### src/sv/fsha_pkg.sv
`timescale 1ns / 1ps
// ----------------------------------------------------------------------------
// fsha_pkg
// Shared types and constants of the fit-strategy hole allocator.
// ----------------------------------------------------------------------------
package fsha_pkg;

	localparam int MAX_HOLES   = 16;
	localparam int HOLE_IDX_W  = (MAX_HOLES > 1) ? $clog2(MAX_HOLES) : 1;
	localparam int SIZE_W      = 16;
	localparam int SUM_W       = 20;
	localparam int SLOT_W      = 4;
	localparam int COUNT_W     = 5;
	localparam int STRAT_W     = 2;
	localparam int SEL_W       = (HOLE_IDX_W > COUNT_W) ? HOLE_IDX_W : COUNT_W;
	localparam int PICK_EXT_W  = (HOLE_IDX_W > SLOT_W) ? HOLE_IDX_W : SLOT_W;

	localparam logic [STRAT_W-1:0] STRAT_FIRST = 2'd0;
	localparam logic [STRAT_W-1:0] STRAT_BEST  = 2'd1;
	localparam logic [STRAT_W-1:0] STRAT_WORST = 2'd2;

	localparam logic [1:0] REG_STRATEGY     = 2'd0;
	localparam logic [1:0] REG_HOLES_IN_USE = 2'd1;

	localparam logic OP_LOAD  = 1'b0;
	localparam logic OP_ALLOC = 1'b1;

	typedef struct packed {
		logic                  valid;
		logic                  found;
		logic [HOLE_IDX_W-1:0] pick;
		logic [SIZE_W-1:0]     pick_size;
		logic [SUM_W-1:0]      sum;
	} scan_pkt_t;

	typedef struct packed {
		logic                  load_en;
		logic [SLOT_W-1:0]     load_slot;
		logic [SIZE_W-1:0]     load_value;
		logic                  dec_en;
		logic [HOLE_IDX_W-1:0] dec_slot;
		logic [SIZE_W-1:0]     amount;
		logic [STRAT_W-1:0]    strategy;
		logic [COUNT_W-1:0]    holes_in_use;
	} cell_ctl_t;

endpackage

### src/sv/fit_strategy_hole_allocator_top.sv
`timescale 1ns / 1ps
// ----------------------------------------------------------------------------
// fit_strategy_hole_allocator_top
// Hole table allocator with first, best and worst fit placement.
// ----------------------------------------------------------------------------
// Requests enter on the s_axis channel. A load request (tuser 0) writes one
// hole size and completes in the cycle it is taken; it gives no result.
// An allocate request (tuser 1) sends a scan packet down a chain of
// MAX_HOLES cells, one cell per cycle, then writes its result to the m_axis
// output register and shrinks the chosen hole in the same cycle.
// An allocate request passes through launch_q, the cells in order and res_q
// before its result is written; no new request is accepted until the block
// is idle again.
// The cfg channel writes register 0 (strategy) or 1 (holes_in_use), is always
// ready; the user must write it only while the block is idle (unchecked).
// Reset clears all hole sizes, selects first fit and sixteen holes in use.
// When the receiver stalls, the finished result waits in the output
// register and new requests are still taken; a later allocate request holds
// its scan result until the register is free, and no request is taken while
// it waits.
// ----------------------------------------------------------------------------
module fit_strategy_hole_allocator_top (
	input  logic        clk,
	input  logic        arst_n,
	input  logic        s_axis_tvalid,
	output logic        s_axis_tready,
	input  logic [23:0] s_axis_tdata,  // hole_slot[3:0], amount[19:4], zero pad
	input  logic        s_axis_tuser,  // op
	output logic        m_axis_tvalid,
	input  logic        m_axis_tready,
	output logic [23:0] m_axis_tdata,  // chosen_hole[3:0], free_total[23:4]
	output logic        m_axis_tuser,  // granted
	input  logic        cfg_valid,
	output logic        cfg_ready,
	input  logic [1:0]  cfg_index,
	input  logic [4:0]  cfg_data
);
	import fsha_pkg::*;

	typedef enum logic [2:0] {
		ST_IDLE = 3'b001,
		ST_SCAN = 3'b010,
		ST_DONE = 3'b100
	} state_t;

	state_t               state_q;
	logic [STRAT_W-1:0]   strategy_q;
	logic [COUNT_W-1:0]   holes_in_use_q;
	logic [SIZE_W-1:0]    amount_q;
	scan_pkt_t            launch_q;
	scan_pkt_t            res_q;
	scan_pkt_t            chain [MAX_HOLES+1];
	cell_ctl_t            ctl;
	logic                 in_acc;
	logic                 out_free;
	logic                 finish;
	logic [PICK_EXT_W-1:0] pick_ext;
	logic [SUM_W-1:0]     free_total;
	logic                 m_valid_q;
	logic                 m_user_q;
	logic [23:0]          m_data_q;

	assign s_axis_tready = state_q == ST_IDLE;
	assign cfg_ready     = 1'b1;
	assign in_acc        = s_axis_tvalid && s_axis_tready;
	assign out_free      = !m_valid_q || m_axis_tready;
	assign finish        = (state_q == ST_DONE) && out_free;

	assign ctl.load_en      = in_acc && (s_axis_tuser == OP_LOAD);
	assign ctl.load_slot    = s_axis_tdata[3:0];
	assign ctl.load_value   = s_axis_tdata[19:4];
	assign ctl.dec_en       = finish && res_q.found;
	assign ctl.dec_slot     = res_q.pick;
	assign ctl.amount       = amount_q;
	assign ctl.strategy     = strategy_q;
	assign ctl.holes_in_use = holes_in_use_q;

	assign chain[0] = launch_q;

	for (genvar i = 0; i < MAX_HOLES; i++) begin : g_cell
		fsha_cell u_cell (
			.clk      (clk),
			.arst_n   (arst_n),
			.cell_idx (HOLE_IDX_W'(i)),
			.ctl      (ctl),
			.pkt_in   (chain[i]),
			.pkt_out  (chain[i+1])
		);
	end

	assign pick_ext   = res_q.found ? PICK_EXT_W'(res_q.pick) : '0;
	assign free_total = res_q.found ? (res_q.sum - SUM_W'(amount_q)) : res_q.sum;

	always_ff @(posedge clk or negedge arst_n) begin
		if (!arst_n) begin
			state_q        <= ST_IDLE;
			strategy_q     <= STRAT_FIRST;
			holes_in_use_q <= COUNT_W'(16);
			launch_q       <= '0;
			m_valid_q      <= 1'b0;
		end else begin
			launch_q <= '{valid: in_acc && (s_axis_tuser == OP_ALLOC), found: 1'b0,
				pick: '0, pick_size: '0, sum: '0};
			m_valid_q <= finish || (m_valid_q && !m_axis_tready);
			if (cfg_valid && cfg_ready) begin
				if (cfg_index == REG_STRATEGY) begin
					strategy_q <= cfg_data[STRAT_W-1:0];
				end else if (cfg_index == REG_HOLES_IN_USE) begin
					holes_in_use_q <= cfg_data;
				end
			end
			unique case (state_q)
				ST_IDLE: begin
					if (in_acc && (s_axis_tuser == OP_ALLOC)) begin
						state_q <= ST_SCAN;
					end
				end
				ST_SCAN: begin
					if (chain[MAX_HOLES].valid) begin
						state_q <= ST_DONE;
					end
				end
				ST_DONE: begin
					if (out_free) begin
						state_q <= ST_IDLE;
					end
				end
				default: state_q <= ST_IDLE;
			endcase
		end
	end

	always_ff @(posedge clk) begin
		if (in_acc && (s_axis_tuser == OP_ALLOC)) begin
			amount_q <= s_axis_tdata[19:4];
		end
		if ((state_q == ST_SCAN) && chain[MAX_HOLES].valid) begin
			res_q <= chain[MAX_HOLES];
		end
		if (finish) begin
			m_user_q <= res_q.found;
			m_data_q <= {free_total, pick_ext[SLOT_W-1:0]};
		end
	end

	assign m_axis_tvalid = m_valid_q;
	assign m_axis_tuser  = m_user_q;
	assign m_axis_tdata  = m_data_q;

endmodule

### src/sv/fsha_cell.sv
`timescale 1ns / 1ps
// ----------------------------------------------------------------------------
// fsha_cell
// One hole of the table: holds its size, folds it into the passing scan
// packet and hands the packet on to the next cell.
// ----------------------------------------------------------------------------
module fsha_cell (
	input  logic                           clk,
	input  logic                           arst_n,
	input  logic [fsha_pkg::HOLE_IDX_W-1:0] cell_idx,
	input  fsha_pkg::cell_ctl_t            ctl,
	input  fsha_pkg::scan_pkt_t            pkt_in,
	output fsha_pkg::scan_pkt_t            pkt_out
);
	import fsha_pkg::*;

	logic [SIZE_W-1:0] size_q;
	scan_pkt_t         pkt_q;
	scan_pkt_t         pkt_nxt;
	logic              active;
	logic              take;
	logic              is_best;
	logic              is_worst;

	assign active   = SEL_W'(cell_idx) < SEL_W'(ctl.holes_in_use);
	assign is_best  = ctl.strategy == STRAT_BEST;
	assign is_worst = ctl.strategy == STRAT_WORST;

	always_comb begin
		take = active && (size_q >= ctl.amount) &&
			(!pkt_in.found ||
			 (is_best && (size_q < pkt_in.pick_size)) ||
			 (is_worst && (size_q > pkt_in.pick_size)));
		pkt_nxt = pkt_in;
		if (active) begin
			pkt_nxt.sum = pkt_in.sum + SUM_W'(size_q);
		end
		if (take) begin
			pkt_nxt.found     = 1'b1;
			pkt_nxt.pick      = cell_idx;
			pkt_nxt.pick_size = size_q;
		end
	end

	always_ff @(posedge clk or negedge arst_n) begin
		if (!arst_n) begin
			size_q <= '0;
			pkt_q  <= '0;
		end else begin
			pkt_q <= pkt_nxt;
			if (ctl.load_en && (SEL_W'(ctl.load_slot) == SEL_W'(cell_idx))) begin
				size_q <= ctl.load_value;
			end else if (ctl.dec_en && (ctl.dec_slot == cell_idx)) begin
				size_q <= size_q - ctl.amount;
			end
		end
	end

	assign pkt_out = pkt_q;

endmodule
### config.mk
export PLATFORM = sky130hd
export DESIGN_NAME = fit_strategy_hole_allocator_top
export DESIGN_NICKNAME = d
export VERILOG_FILES = /design/src/sv/fsha_pkg.sv /design/src/sv/fit_strategy_hole_allocator_top.sv /design/src/sv/fsha_cell.sv
export SDC_FILE = /design/constraint.sdc
export NUM_CORES = 2
export LEC_CHECK = 0
export BUFFER_PORTS_ARGS = -buffer_cell sky130_fd_sc_hd__clkbuf_2
export CORE_ASPECT_RATIO = 0.75
export CORE_UTILIZATION = 62
export CTS_BUF_LIST = sky130_fd_sc_hd__clkbuf_4 sky130_fd_sc_hd__clkbuf_8
export CTS_CLUSTER_DIAMETER = 80
export DETAILED_ROUTE_END_ITERATION = 8
export HOLD_SLACK_MARGIN = 0.08
export PLACE_DENSITY = 0.89
export RECOVER_POWER = 100
export SETUP_SLACK_MARGIN = 0.3
export SLEW_MARGIN = 5
export SYNTH_ARGS = -nofsm -noshare
export SYNTH_HDL_FRONTEND = slang
export SYNTH_HIERARCHICAL = 1
export SYNTH_SLANG_ARGS = --single-unit
### constraint.sdc
create_clock -name clk -period 3.95 [get_ports clk]
set_input_delay 0.79 -clock clk [delete_from_list [all_inputs] [get_ports clk]]
set_output_delay 0.79 -clock clk [all_outputs]
set_load 0.02 [all_outputs]
==> flow_metrics.tcl <==
set metrics [dict create \
    cts_buffers 163 \
    cap_violations 21 \
    crit_top_cell "buf_4" \
    r2r_start "amount_q[3]" \
    overflow 0 \
    synth_cells 8893 \
    grt_pass1_wl_mm 398 \
    endpoint_kind "register" \
    layout-drive-gt1-share_pct 7.97 \
    design_power_total_mw 63.0 \
    finalSetupTns_ns 0 \
    outcome "finished, violations left" \
    fin_skew_ns 0.0454 \
    critPathMaxStageDelay_ns 0.92 \
    drt_iter0_markers 9011 \
    wl_per_cell_um 23.8 \
    core-area_um2 127000 \
    multiInputGateArea_um2 50500 \
    drc 0 \
    fp-row-count 113 \
    slowest_stage "edfxtp_1" \
    detailed_place_hpwl_mm 196 \
    min_period_ns 3.84 \
    arrival_ns 4.64 \
    pwr-share-seq_pct 31.5 \
    grt_max_degree 93 \
    postPlaceCellArea_um2 83300 \
    pwr_density_cell_nw_per_um2 733 \
    min_path_type "in -> reg" \
    rsz0062_at_grt "false" \
    dp.cells 10896 \
    clock_sinks 990 \
    post-route-util_pct 67.8 \
    syn_avg_cell_area_um2 8.91 \
    reg2reg_to "g_cell[1].u_cell/pkt_out[39]" \
    post_cts_resized 0 \
    htreeDepth 4 \
    crit_path_start_kind "register" \
    r2r_cells 10 \
    io_buffers 59 \
    p_clk_share_pct 16.1 \
    highest_layer "met5" \
    critPathKind "reg -> reg" \
    p_sw_share_pct 47.1 \
    tightest_slew_ns 2.89 \
    drv_slew 375 \
    clk_pin_slew_worst_paths_ns 0.06 \
    fin_nets 10298 \
    max_freq_ghz 0.261 \
    timing.critical_path.from "amount_q[3]" \
    hold_viol_final 0 \
    pwr-share-comb_pct 52.4 \
    worstPathRequired_ns 4.75 \
    failed_checks "max-capacitance violations, max-slew violations" \
    crit_chain "buf_4 -> inv_1 -> ha_1 -> o21ai_0 -> o21ai_2 -> a2111oi_0 -> a211oi_1 -> a21boi_4 -> buf_4 -> mux2_1" \
    critPathMaxFanout 10 \
    gp_congestion 1.03 \
    worst_slack_ns 0.115 \
    hold_ws_ns 0.169 \
    p_int_mw 33.3 \
    final_antenna_net_count 0 \
    slew_headroom_pct -92.9 \
    num_io_pins 65 \
    syn-cell-area_um2 79200 \
    dieArea_um2 129000 \
    nFillCells 10007 \
    cts-root-buf "clkbuf_8" \
    syn2layout_area_growth_pct 8.45 \
    antenna_found_initial 17 \
    seqCellArea_um2 25100 \
    grt_use_total_pct 40.2 \
    die_w_um 415 \
    period_share_pct 97.1 \
    wirelength_mm 266 \
    met1_length_mm 110 \
    wl_met2_mm 108 \
    cts_tree "yes" \
    final_cell_area_um2 85900 \
    viasPerCell 6.41 \
    die_y_um 312 \
    wl_met3_mm 35.0 \
    grt_pass1_vias 67310 \
    fin_cells 11208 \
    cts_buffer_depth 3 \
    leakagePower_nw 40.8 \
    setup_violations 0 \
    vdd_drop_max_mv 0.396 \
    initial_utilization_pct 62.5 \
    synth_warnings 6 \
    firstDrtPassIters 6 \
    crit_end "g_cell[1].u_cell/pkt_out[39]" \
    p_switching_mw 29.6 \
    clk-insertion-delay-late_ns 0.95 \
    vias 71825 \
    r2r_setup_slack_ns 0.11 \
    dp_slack_ns 0.496 \
]
## worst min path at each step
| stage | from | endpoint | cells after the start |
|---|---|---|---|
| 2_1_floorplan | chain[713] | g_cell[0].u_cell/pkt_out[41] | 0 |
| 3_3_place_gp | g_cell[10].u_cell/pkt_out[41] | g_cell[11].u_cell/pkt_out[41] | 0 |
| 3_5_place_dp | g_cell[1].u_cell/pkt_out[41] | g_cell[2].u_cell/pkt_out[41] | 0 |
| 4_1_cts | cfg_data[0] | holes_in_use_q[0] | 2 |
| 5_1_grt | cfg_data[0] | strategy_q[0] | 2 |
| 6_report | cfg_data[0] | holes_in_use_q[0] | 2 |
## registers in the layout (all words and copies together) (netlist names)
signal	cells
amount_q	16
chain	1
ctl	4
g_cell.u_cell/pkt_out	656
g_cell.u_cell/size_q	256
holes_in_use_q	5
m_axis_tdata	24
m_axis_tuser	1
m_axis_tvalid	1
res_q	21
state_q	3
strategy_q	2
## placed cells by master (no fill, tap or decap), types with 197 or more instances in the layout
cell	instances
xnor2_1	241
o21ai_0	616
conb_1	354
nand3_1	307
mux2i_1	251
inv_1	717
xor2_1	249
nor2_1	688
dfrtp_1	922
ha_1	832
clkbuf_8	197
a21oi_1	550
nand2_1	856
## final cells by class
cell class                 count  area share, %
antenna                       17         0.0495
clock buffer                 233           3.47
clock inverter                60          0.722
inverter                     717           3.13
multi-input combinational   7248           58.7
sequential                   990           29.2
tap                         1667           2.43
timing repair buffer         276           2.27
## power by group through the flow
stage,sequential [mW],clock (mW),combinational [mW]
3_3_place_gp,19.4,0,31.0
2_1_floorplan,16.6,0,25.9
3_5_place_dp,19.5,0,32.5
6_report,19.8,10.1,33.0
5_1_grt,19.9,10.7,36.2
4_1_cts,19.4,10.2,32.8
## worst max-delay path, delay by kind of cell, from the launching register on
family          cells  cell delay (ns)
compound gates      5             1.30
fa+ha+maj           1             0.40
buf+inv             3             0.73
flops               1             0.92
mux                 1             0.36
## repair_timing
action	4_1_cts	5_1_grt
endpoints found under the hold margin	52	0
endpoints found under the setup margin	0	0
hold buffers	2	0
buffers inserted	0	0
## layer usage
metal | GRT usage [%] | up-vias
li1 | - | 32540
met1 | 56.5 | 34117
met2 | 56.9 | 4341
met3 | 12.0 | 813
met4 | 18.3 | 14
met5 | 0 | -
No activity file was read; power rests on OpenSTA's default activity.
